`config.mk`:
```
export PLATFORM = sky130hd
export DESIGN_NAME = binomial_mod_prime_power
export DESIGN_NICKNAME = d
export VERILOG_FILES = /design/src/design/bmp_pkg.sv /design/src/design/bmp_mulmod.sv /design/src/design/bmp_divider.sv /design/src/design/binomial_mod_prime_power.sv
export SDC_FILE = /design/constraint.sdc
export NUM_CORES = 2
export LEC_CHECK = 0
export BUFFER_PORTS_ARGS = -buffer_cell sky130_fd_sc_hd__buf_2
export CORE_AREA = 8 8 457 459
export CTS_BUF_LIST = sky130_fd_sc_hd__clkbuf_8
export DETAILED_ROUTE_END_ITERATION = 16
export DIE_AREA = 0 0 465 467
export GPL_ROUTABILITY_DRIVEN = 0
export GPL_TIMING_DRIVEN = 1
export PLACE_DENSITY = 0.47
export SYNTH_ARGS = -nofsm -noshare
export SYNTH_HDL_FRONTEND = slang
export SYNTH_SLANG_ARGS = --single-unit
```
`constraint.sdc`:
```
create_clock -name clk -period 13.45 [get_ports clk]
set_input_delay 2.69 -clock clk [delete_from_list [all_inputs] [get_ports clk]]
set_output_delay 2.69 -clock clk [all_outputs]
set_load 0.005 [all_outputs]
```
`src/design/bmp_pkg.sv`:
```
// ----------------------------------------------------------------------------
// bmp_pkg: shared codes for the binomial-mod-prime-power block
// Status codes and configuration register indexes.
// ----------------------------------------------------------------------------
package bmp_pkg;

    localparam int CFG_INDEX_W = 2;
    localparam int STATUS_W    = 2;

    localparam logic [CFG_INDEX_W-1:0] REG_PRIME   = 2'd0;
    localparam logic [CFG_INDEX_W-1:0] REG_MODULUS = 2'd1;

    localparam logic [STATUS_W-1:0] STATUS_OK      = 2'd0;
    localparam logic [STATUS_W-1:0] STATUS_K_GT_N  = 2'd1;
    localparam logic [STATUS_W-1:0] STATUS_NO_UNIT = 2'd2;

endpackage

```
`src/design/bmp_mulmod.sv`:
```
// ----------------------------------------------------------------------------
// bmp_mulmod: bit-serial modular multiplier
// Computes (a * b) mod m, one bit of b per cycle, MSB first. Needs a < m.
// ----------------------------------------------------------------------------
module bmp_mulmod #(
    parameter int MOD_WIDTH = 32
) (
    input  logic                 clk,
    input  logic                 rst_n,
    input  logic                 start,
    input  logic [MOD_WIDTH-1:0] a,
    input  logic [MOD_WIDTH-1:0] b,
    input  logic [MOD_WIDTH-1:0] m,
    output logic                 done,
    output logic [MOD_WIDTH-1:0] product
);

    localparam int CW = $clog2(MOD_WIDTH + 1);

    logic [MOD_WIDTH-1:0] a_reg;
    logic [MOD_WIDTH-1:0] b_reg;
    logic [MOD_WIDTH-1:0] m_reg;
    logic [MOD_WIDTH-1:0] acc_reg;
    logic [MOD_WIDTH-1:0] acc_next;
    logic [CW-1:0]        cnt_reg;
    logic                 done_reg;

    logic [MOD_WIDTH:0] dbl;
    logic [MOD_WIDTH:0] dbl_red;
    logic [MOD_WIDTH:0] sum;
    logic [MOD_WIDTH:0] sum_red;

    always_comb
    begin
        dbl     = {acc_reg, 1'b0};
        dbl_red = (dbl >= {1'b0, m_reg}) ? dbl - {1'b0, m_reg} : dbl;
        sum     = dbl_red + (b_reg[MOD_WIDTH-1] ? {1'b0, a_reg} : '0);
        sum_red = (sum >= {1'b0, m_reg}) ? sum - {1'b0, m_reg} : sum;
        acc_next = sum_red[MOD_WIDTH-1:0];
    end

    always_ff @(posedge clk or negedge rst_n)
    begin
        if (!rst_n)
        begin
            cnt_reg  <= '0;
            done_reg <= 1'b0;
        end
        else
        begin
            done_reg <= 1'b0;
            if (start)
            begin
                cnt_reg <= CW'(MOD_WIDTH);
            end
            else if (cnt_reg != '0)
            begin
                cnt_reg <= cnt_reg - 1'b1;
                if (cnt_reg == CW'(1))
                begin
                    done_reg <= 1'b1;
                end
            end
        end
    end

    always_ff @(posedge clk)
    begin
        if (start)
        begin
            a_reg   <= a;
            b_reg   <= b;
            m_reg   <= m;
            acc_reg <= '0;
        end
        else if (cnt_reg != '0)
        begin
            acc_reg <= acc_next;
            b_reg   <= {b_reg[MOD_WIDTH-2:0], 1'b0};
        end
    end

    assign done    = done_reg;
    assign product = acc_reg;

endmodule

```
`src/design/bmp_divider.sv`:
```
// ----------------------------------------------------------------------------
// bmp_divider: restoring divider
// One quotient bit per cycle; divisor must be nonzero.
// ----------------------------------------------------------------------------
module bmp_divider #(
    parameter int DIV_WIDTH = 32,
    parameter int MOD_WIDTH = 32
) (
    input  logic                 clk,
    input  logic                 rst_n,
    input  logic                 start,
    input  logic [DIV_WIDTH-1:0] dividend,
    input  logic [MOD_WIDTH-1:0] divisor,
    output logic                 done,
    output logic [DIV_WIDTH-1:0] quotient,
    output logic [MOD_WIDTH-1:0] remainder
);

    localparam int CW = $clog2(DIV_WIDTH + 1);

    logic [DIV_WIDTH-1:0] dvd_reg;
    logic [MOD_WIDTH-1:0] dsr_reg;
    logic [MOD_WIDTH-1:0] rem_reg;
    logic [CW-1:0]        cnt_reg;
    logic                 done_reg;

    logic [MOD_WIDTH:0]   shifted;
    logic                 fits;
    logic [MOD_WIDTH:0]   diff;

    always_comb
    begin
        shifted = {rem_reg, dvd_reg[DIV_WIDTH-1]};
        fits    = (shifted >= {1'b0, dsr_reg});
        diff    = shifted - {1'b0, dsr_reg};
    end

    always_ff @(posedge clk or negedge rst_n)
    begin
        if (!rst_n)
        begin
            cnt_reg  <= '0;
            done_reg <= 1'b0;
        end
        else
        begin
            done_reg <= 1'b0;
            if (start)
            begin
                cnt_reg <= CW'(DIV_WIDTH);
            end
            else if (cnt_reg != '0)
            begin
                cnt_reg <= cnt_reg - 1'b1;
                if (cnt_reg == CW'(1))
                begin
                    done_reg <= 1'b1;
                end
            end
        end
    end

    always_ff @(posedge clk)
    begin
        if (start)
        begin
            dvd_reg <= dividend;
            dsr_reg <= divisor;
            rem_reg <= '0;
        end
        else if (cnt_reg != '0)
        begin
            rem_reg <= fits ? diff[MOD_WIDTH-1:0] : shifted[MOD_WIDTH-1:0];
            dvd_reg <= {dvd_reg[DIV_WIDTH-2:0], fits};
        end
    end

    assign done      = done_reg;
    assign quotient  = dvd_reg;
    assign remainder = rem_reg;

endmodule

```
`src/design/binomial_mod_prime_power.sv`:
```
// ----------------------------------------------------------------------------
// binomial_mod_prime_power: C(n,k) modulo a configured prime power
// Sequencer over a shared bit-serial modular multiplier and a shared divider.
// ----------------------------------------------------------------------------
// channel   | direction | handshake               | payload
// command   | in        | start & !busy           | n_value, k_value
// result    | out       | done (one-cycle strobe) | residue, status
// config    | in        | cfg_valid & cfg_ready   | cfg_index, cfg_data
//
// One item runs the unit-part products over n, k and n-k, plus the Euclid
// and power steps; each product or division waits on the multiplier or the
// divider. Bad configuration and k > n are answered in the cycle after accept
// without leaving idle, so busy stays low for them; otherwise busy is high
// from accept until the result strobe. Reset sets prime and modulus to 2.
// Results cannot be held off.
// ----------------------------------------------------------------------------
module binomial_mod_prime_power
    import bmp_pkg::*;
#(
    parameter int ARG_WIDTH = 24,
    parameter int MOD_WIDTH = 32
) (
    input  logic                   clk,
    input  logic                   rst_n,
    input  logic                   start,
    output logic                   busy,
    input  logic [ARG_WIDTH-1:0]   n_value,
    input  logic [ARG_WIDTH-1:0]   k_value,
    output logic                   done,
    output logic [MOD_WIDTH-1:0]   residue,
    output logic [STATUS_W-1:0]    status,
    input  logic                   cfg_valid,
    output logic                   cfg_ready,
    input  logic [CFG_INDEX_W-1:0] cfg_index,
    input  logic [MOD_WIDTH-1:0]   cfg_data
);

    localparam int DW = (ARG_WIDTH > MOD_WIDTH) ? ARG_WIDTH : MOD_WIDTH;

    typedef enum logic [4:0] {
        S_IDLE, S_VINIT, S_VCHK, S_VWAIT, S_UINIT, S_UCHK, S_CPCHK, S_CPMUL,
        S_CPADV, S_UMUL, S_UDIV, S_DEN, S_DENW, S_ECHK, S_EDIV, S_EMUL,
        S_UW, S_BASE, S_PCHK, S_PMUL, S_PSQ, S_FIN
    } state_t;

    state_t state_reg;

    logic [MOD_WIDTH-1:0] prime_reg;
    logic [MOD_WIDTH-1:0] modulus_reg;

    logic [ARG_WIDTH-1:0] n_reg, k_reg, x_reg, v_reg, e_reg;
    logic [ARG_WIDTH:0]   j_reg;
    logic [1:0]           ph_reg;
    logic [MOD_WIDTH-1:0] un_reg, uk_reg, unk_reg, ur_reg, cp_reg;
    logic [MOD_WIDTH-1:0] jp_reg, jm_reg;
    logic [MOD_WIDTH-1:0] t_reg, nt_reg, r_reg, nr_reg, er_reg;
    logic [MOD_WIDTH-1:0] base_reg, pr_reg;

    logic                 done_reg;
    logic [MOD_WIDTH-1:0] residue_reg;
    logic [STATUS_W-1:0]  status_reg;

    logic                 mul_start_reg;
    logic [MOD_WIDTH-1:0] mul_a_reg, mul_b_reg;
    logic                 mul_done;
    logic [MOD_WIDTH-1:0] mul_prod;

    logic                 div_start_reg;
    logic [DW-1:0]        div_dvd_reg;
    logic [MOD_WIDTH-1:0] div_dsr_reg;
    logic                 div_done;
    logic [DW-1:0]        div_quo;
    logic [MOD_WIDTH-1:0] div_rem;

    logic [MOD_WIDTH-1:0] one_m;
    logic [ARG_WIDTH-1:0] x_sel;
    logic [ARG_WIDTH-1:0] x_sel_next;
    logic [ARG_WIDTH-1:0] quo_arg;
    logic [MOD_WIDTH:0]   jp_inc, jm_inc;
    logic [MOD_WIDTH-1:0] q_red;
    logic [MOD_WIDTH-1:0] sub_res;

    bmp_mulmod #(.MOD_WIDTH(MOD_WIDTH)) u_mul (
        .clk     (clk),
        .rst_n   (rst_n),
        .start   (mul_start_reg),
        .a       (mul_a_reg),
        .b       (mul_b_reg),
        .m       (modulus_reg),
        .done    (mul_done),
        .product (mul_prod)
    );

    bmp_divider #(.DIV_WIDTH(DW), .MOD_WIDTH(MOD_WIDTH)) u_div (
        .clk       (clk),
        .rst_n     (rst_n),
        .start     (div_start_reg),
        .dividend  (div_dvd_reg),
        .divisor   (div_dsr_reg),
        .done      (div_done),
        .quotient  (div_quo),
        .remainder (div_rem)
    );

    always_comb
    begin
        one_m   = (modulus_reg == MOD_WIDTH'(1)) ? '0 : MOD_WIDTH'(1);
        quo_arg = div_quo[ARG_WIDTH-1:0];
        jp_inc  = {1'b0, jp_reg} + 1'b1;
        jm_inc  = {1'b0, jm_reg} + 1'b1;
        // quotient equals m only when dividing m by one; reduce it to zero
        q_red   = (div_quo == DW'(modulus_reg)) ? '0 : div_quo[MOD_WIDTH-1:0];
        sub_res = (t_reg >= mul_prod) ? t_reg - mul_prod
                                      : t_reg + (modulus_reg - mul_prod);
        unique case (ph_reg)
            2'd0:    x_sel = n_reg;
            2'd1:    x_sel = k_reg;
            default: x_sel = n_reg - k_reg;
        endcase
        unique case (ph_reg)
            2'd0:    x_sel_next = k_reg;
            default: x_sel_next = n_reg - k_reg;
        endcase
    end

    always_ff @(posedge clk or negedge rst_n)
    begin
        if (!rst_n)
        begin
            prime_reg   <= MOD_WIDTH'(2);
            modulus_reg <= MOD_WIDTH'(2);
        end
        else if (cfg_valid)
        begin
            if (cfg_index == REG_PRIME)
            begin
                prime_reg <= cfg_data;
            end
            else if (cfg_index == REG_MODULUS)
            begin
                modulus_reg <= cfg_data;
            end
        end
    end

    always_ff @(posedge clk or negedge rst_n)
    begin
        if (!rst_n)
        begin
            state_reg     <= S_IDLE;
            done_reg      <= 1'b0;
            mul_start_reg <= 1'b0;
            div_start_reg <= 1'b0;
            residue_reg   <= '0;
            status_reg    <= STATUS_OK;
        end
        else
        begin
            done_reg      <= 1'b0;
            mul_start_reg <= 1'b0;
            div_start_reg <= 1'b0;
            unique case (state_reg)
                S_IDLE:
                begin
                    if (start)
                    begin
                        n_reg  <= n_value;
                        k_reg  <= k_value;
                        v_reg  <= '0;
                        ph_reg <= 2'd0;
                        if (prime_reg < MOD_WIDTH'(2) || modulus_reg == '0)
                        begin
                            done_reg    <= 1'b1;
                            residue_reg <= '0;
                            status_reg  <= STATUS_NO_UNIT;
                        end
                        else if (k_value > n_value)
                        begin
                            done_reg    <= 1'b1;
                            residue_reg <= '0;
                            status_reg  <= STATUS_K_GT_N;
                        end
                        else
                        begin
                            state_reg <= S_VINIT;
                        end
                    end
                end
                S_VINIT:
                begin
                    x_reg     <= x_sel;
                    state_reg <= S_VCHK;
                end
                S_VCHK:
                begin
                    if (x_reg == '0)
                    begin
                        state_reg <= S_UINIT;
                    end
                    else
                    begin
                        div_start_reg <= 1'b1;
                        div_dvd_reg   <= DW'(x_reg);
                        div_dsr_reg   <= prime_reg;
                        state_reg     <= S_VWAIT;
                    end
                end
                S_VWAIT:
                begin
                    if (div_done)
                    begin
                        x_reg     <= quo_arg;
                        v_reg     <= (ph_reg == 2'd0) ? v_reg + quo_arg : v_reg - quo_arg;
                        state_reg <= S_VCHK;
                    end
                end
                S_UINIT:
                begin
                    x_reg     <= x_sel;
                    ur_reg    <= one_m;
                    state_reg <= S_UCHK;
                end
                S_UCHK:
                begin
                    if (x_reg == '0)
                    begin
                        unique case (ph_reg)
                            2'd0:    un_reg  <= ur_reg;
                            2'd1:    uk_reg  <= ur_reg;
                            default: unk_reg <= ur_reg;
                        endcase
                        if (ph_reg == 2'd2)
                        begin
                            state_reg <= S_DEN;
                        end
                        else
                        begin
                            ph_reg    <= ph_reg + 1'b1;
                            x_reg     <= x_sel_next;
                            state_reg <= S_VCHK;
                        end
                    end
                    else
                    begin
                        cp_reg    <= one_m;
                        j_reg     <= (ARG_WIDTH+1)'(1);
                        jp_reg    <= MOD_WIDTH'(1);
                        jm_reg    <= one_m;
                        state_reg <= S_CPCHK;
                    end
                end
                S_CPCHK:
                begin
                    if (j_reg > {1'b0, x_reg})
                    begin
                        mul_start_reg <= 1'b1;
                        mul_a_reg     <= ur_reg;
                        mul_b_reg     <= cp_reg;
                        state_reg     <= S_UMUL;
                    end
                    else if (jp_reg != '0)
                    begin
                        mul_start_reg <= 1'b1;
                        mul_a_reg     <= cp_reg;
                        mul_b_reg     <= jm_reg;
                        state_reg     <= S_CPMUL;
                    end
                    else
                    begin
                        state_reg <= S_CPADV;
                    end
                end
                S_CPMUL:
                begin
                    if (mul_done)
                    begin
                        cp_reg    <= mul_prod;
                        state_reg <= S_CPADV;
                    end
                end
                S_CPADV:
                begin
                    // track j mod p and j mod m without dividing
                    j_reg     <= j_reg + 1'b1;
                    jp_reg    <= (jp_inc == {1'b0, prime_reg}) ? '0 : jp_inc[MOD_WIDTH-1:0];
                    jm_reg    <= (jm_inc == {1'b0, modulus_reg}) ? '0 : jm_inc[MOD_WIDTH-1:0];
                    state_reg <= S_CPCHK;
                end
                S_UMUL:
                begin
                    if (mul_done)
                    begin
                        ur_reg        <= mul_prod;
                        div_start_reg <= 1'b1;
                        div_dvd_reg   <= DW'(x_reg);
                        div_dsr_reg   <= prime_reg;
                        state_reg     <= S_UDIV;
                    end
                end
                S_UDIV:
                begin
                    if (div_done)
                    begin
                        x_reg     <= quo_arg;
                        state_reg <= S_UCHK;
                    end
                end
                S_DEN:
                begin
                    mul_start_reg <= 1'b1;
                    mul_a_reg     <= uk_reg;
                    mul_b_reg     <= unk_reg;
                    state_reg     <= S_DENW;
                end
                S_DENW:
                begin
                    if (mul_done)
                    begin
                        t_reg     <= '0;
                        nt_reg    <= one_m;
                        r_reg     <= modulus_reg;
                        nr_reg    <= mul_prod;
                        state_reg <= S_ECHK;
                    end
                end
                S_ECHK:
                begin
                    if (nr_reg == '0)
                    begin
                        if (r_reg == MOD_WIDTH'(1))
                        begin
                            mul_start_reg <= 1'b1;
                            mul_a_reg     <= un_reg;
                            mul_b_reg     <= t_reg;
                            state_reg     <= S_UW;
                        end
                        else
                        begin
                            done_reg    <= 1'b1;
                            residue_reg <= '0;
                            status_reg  <= STATUS_NO_UNIT;
                            state_reg   <= S_IDLE;
                        end
                    end
                    else
                    begin
                        div_start_reg <= 1'b1;
                        div_dvd_reg   <= DW'(r_reg);
                        div_dsr_reg   <= nr_reg;
                        state_reg     <= S_EDIV;
                    end
                end
                S_EDIV:
                begin
                    if (div_done)
                    begin
                        er_reg        <= div_rem;
                        mul_start_reg <= 1'b1;
                        mul_a_reg     <= q_red;
                        mul_b_reg     <= nt_reg;
                        state_reg     <= S_EMUL;
                    end
                end
                S_EMUL:
                begin
                    if (mul_done)
                    begin
                        t_reg     <= nt_reg;
                        nt_reg    <= sub_res;
                        r_reg     <= nr_reg;
                        nr_reg    <= er_reg;
                        state_reg <= S_ECHK;
                    end
                end
                S_UW:
                begin
                    if (mul_done)
                    begin
                        ur_reg        <= mul_prod;
                        div_start_reg <= 1'b1;
                        div_dvd_reg   <= DW'(prime_reg);
                        div_dsr_reg   <= modulus_reg;
                        state_reg     <= S_BASE;
                    end
                end
                S_BASE:
                begin
                    if (div_done)
                    begin
                        base_reg  <= div_rem;
                        pr_reg    <= one_m;
                        e_reg     <= v_reg;
                        state_reg <= S_PCHK;
                    end
                end
                S_PCHK:
                begin
                    mul_start_reg <= 1'b1;
                    if (e_reg == '0)
                    begin
                        mul_a_reg <= pr_reg;
                        mul_b_reg <= ur_reg;
                        state_reg <= S_FIN;
                    end
                    else if (e_reg[0])
                    begin
                        mul_a_reg <= pr_reg;
                        mul_b_reg <= base_reg;
                        state_reg <= S_PMUL;
                    end
                    else
                    begin
                        mul_a_reg <= base_reg;
                        mul_b_reg <= base_reg;
                        state_reg <= S_PSQ;
                    end
                end
                S_PMUL:
                begin
                    if (mul_done)
                    begin
                        pr_reg        <= mul_prod;
                        mul_start_reg <= 1'b1;
                        mul_a_reg     <= base_reg;
                        mul_b_reg     <= base_reg;
                        state_reg     <= S_PSQ;
                    end
                end
                S_PSQ:
                begin
                    if (mul_done)
                    begin
                        base_reg  <= mul_prod;
                        e_reg     <= e_reg >> 1;
                        state_reg <= S_PCHK;
                    end
                end
                S_FIN:
                begin
                    if (mul_done)
                    begin
                        done_reg    <= 1'b1;
                        residue_reg <= mul_prod;
                        status_reg  <= STATUS_OK;
                        state_reg   <= S_IDLE;
                    end
                end
                default:
                begin
                    state_reg <= S_IDLE;
                end
            endcase
        end
    end

    assign busy      = (state_reg != S_IDLE);
    assign cfg_ready = 1'b1;
    assign done      = done_reg;
    assign residue   = residue_reg;
    assign status    = status_reg;

endmodule

```
==> results.md <==
- Status: completed
- Total track usage: 20.2%
- Antenna violations before repair: 20
- Clock Latency Late Sink: between 900 and 1000 ps
- Nature of the critical path endpoint: flop
- Setup Fix Bufs, Post-CTS: 0
- Clock-pin slew on the worst setup and hold paths: 70 ps
- Maximum clock rate: 110 MHz
- R2R depth: 34
- Leak: roughly 27 nW
- Ys flop type: edfxtp_1
- Global route overflow: 0
- Synth unique cells: 96
- Yosys top cell area share: 42.8%
- CTS tree: done
- VDD IR-drop max: 0.241 mV
- Post-route cell area: 69700 um2
- Final Critical Period: about 9100 ps
- WP data required: 14200 ps
- CORE AREA: 201000 um2
- Die area: 217000 um2
- Slew margin rel.: 2.65%
- Cell count after synthesis: 5815
- Die W: 465 um
- Comb pwr share: 47.3%
- Reg power frac: about a third
- Synth area leaders: edfxtp_1 43%, ha_1 6.0%, dfrtp_1 4.8%
- First-pass GRT wire length: ~330 mm
- Critical Path Fanout Max: 63
- Power density over cell area: between 200 and 250 nW/um2
- Reg-to-Reg Start: u_mul.product[25]
- Drt total wl: 228 mm
- IO Pins: ~120
- R2r setup slk: 4340 ps
- Final period utilization: roughly 68%
- FFs w/ async S/R, synth: approximately 11%
- Power Internal: 0.00826 W
- DIE HEIGHT: 467 um
- Via count: 48600
- # DRC: 0
- Hold Path Origin: mul_a_reg[1]
- Average size of a mapped cell: between 10 and 15 um2
- WL/cell: 25.8 um
- Number of DRC markers in iteration 0: approximately 5400
- Vias in the first global route: 47200
- Syn Nets: 6236
- EDFF count, synth: 883
- Layout cell share with drive strength beyond 1: 12.4%
- Post-route ant nets: 0
- Clock group share of total power: 21.1%
- TNS Setup: 0 ps
- Fin. max-slew vios: 0
- Clock Path Buffers: 3
- Most instantiated cells after synthesis: 883 x edfxtp_1, 505 x nand2_1, 380 x nor2_1
- Hold buffer count at CTS: 0
- Post-DP HPWL: 168 mm
- Synthesized area: 62000 um2
- Rows: ~170
- Fin Clk Skew: 53.0 ps
- CP peak stage delay: 890 ps
- Worst setup path endpoint: u_mul.product[4]
- CTS Buf Count: 197
- Dpl cell area: 66000 um2
- Top-count cell post-synth: edfxtp_1
- CP Launch Point: u_mul.product[25]
- H-tree depth: 4
- Largest net degree at the start of global routing: 129
- Port Buffers: between 100 and 150
- Final hold violation count: 0
- Via-to-Cell Ratio: ~5.5
- Critical-path top delay cell: a2111oi_0
- Syn-to-layout area delta: 12.5%
- Critical Path Source Type: flop
- Hold WC Path Type: flop to flop
- Sw power: 0.00631 W
- Clk sinks: 1067
- Critical R2R Capture: u_mul.product[4]
- Max-cap violations: 0
- Drt pass-1 iters: 7
- Cell accounting for the most synthesized area: edfxtp_1
- Post-CTS sizing: 0
- Worst slew pin tran: between 1000 and 1500 ps
- Ys Warns: 0
- Critical Setup Path Class: flop to flop
- Fin util: 34.6%
- Worst EP arrival: 9860 ps
- Flops & latches, synth: ~1100
- Final setup viols: 0
- CTS root buf: clkbuf_8
- Initial Util: 30.8%
- RSZ-0062 raised after global routing: no
- Sequential cell area fraction in the yosys report: ~50%
- Net Sw Frac: a little over two fifths
- Fin nets: 6391
[cell type report]
| type | count | area [um2] |
|---|---|---|
| timing repair buffer | 244 | 1550 |
| inverter | 374 | 1400 |
| tap | 2672 | 3340 |
| fill | 20200 | 132000 |
| sequential | 1067 | 30800 |
| antenna | 11 | 27.5 |
| clock buffer | 215 | 2960 |
| clock inverter | 146 | 798 |
| multi-input combinational | 4086 | 28900 |
[power by group through the flow]
stage	registers, W	clock network (W)	logic (W)
floorplan	0.00435	0	0.00488
global placement	0.00465	0	0.00673
detailed placement	0.00466	0	0.00677
CTS	0.00459	0.00316	0.00682
global route	0.00463	0.00329	0.00753
finish	0.00460	0.00308	0.00689
[through the flow]
stage               worst slack, ps  hold slack (ps)  power, W  cells
floorplan                      1040              400   0.00924   5815
global placement               4540              401    0.0114   8443
detailed placement             4580              405    0.0114   8443
CTS                            4520              395    0.0146   8804
global route                   3970              418    0.0155   8809
finish                         4340              395    0.0146   8815
[how the worst min path moves through the flow]
stage / endpoint / slack (ps) / cells past startpoint
floorplan: u_div.dsr_reg[0] / 400 / 0
global placement: u_div.dsr_reg[5] / 400 / 0
detailed placement: u_div.dsr_reg[21] / 400 / 0
CTS: u_mul.a_reg[1] / 390 / 0
global route: u_mul.a_reg[1] / 420 / 0
finish: u_mul.a_reg[1] / 400 / 0
[layout by cell type (no fill, tap or decap), types with 28 or more instances in the layout]
cell type / count
buf_2: 120
nor4_1: 135
a21o_1: 117
ha_1: 296
mux2_2: 150
nand2_1: 500
a222oi_1: 30
inv_1: 405
o221ai_1: 37
o211ai_1: 80
nand4_1: 107
o21ai_0: 307
edfxtp_1: 883
dfrtp_1: 113
o22ai_1: 37
mux2i_1: 171
a21oi_1: 275
o21a_1: 47
a22o_1: 74
nor3_1: 88
nand3_1: 94
buf_4: 122
dfxtp_1: 64
nor2_1: 369
nor2_2: 32
fa_1: 38
clkinv_1: 70
nand2b_1: 53
o21bai_1: 35
or3_1: 32
a31oi_1: 28
a22oi_1: 81
xor2_1: 158
xnor2_1: 232
clkbuf_8: 215
and3_1: 74
nor2b_1: 34
and2_1: 51
a221oi_1: 63
a211oi_1: 29
[critical path: cells and delay by family (launching register included)]
kind	cells	cell delay (ps)
xor gates and xnor gates	1	130
buffers and inverters	5	1060
and+or+nand+nor	8	1980
muxes	1	260
adders and majority gates	4	1130
DFF	1	450
AOI/OAI and AO/OA	15	3790
[metal layers]
layer	vias to the layer above	wire, um	GRT usage, %
met4	0	7160	6.47
li1	22100	-	-
met1	24100	106000	29.7
met5	-	0	0
met2	2070	95200	29.8
met3	312	19400	4.01
[kinds of logic (layout without fill, tap and decap cells)]
family | after synthesis | in the layout | synth area share, %
simple gates | 1668 | 1668 | 13.1
compound gates | 1371 | 1371 | 14.8
flops | 1067 | 1067 | 49.7
buf+inv | 662 | 979 | 4.17
xor+xnor | 390 | 390 | 5.51
fa+ha+maj | 335 | 335 | 7.22
mux | 321 | 321 | 5.48
other cells | 1 | 12 | 0.00605
Power figures use the tool's default switching activity.
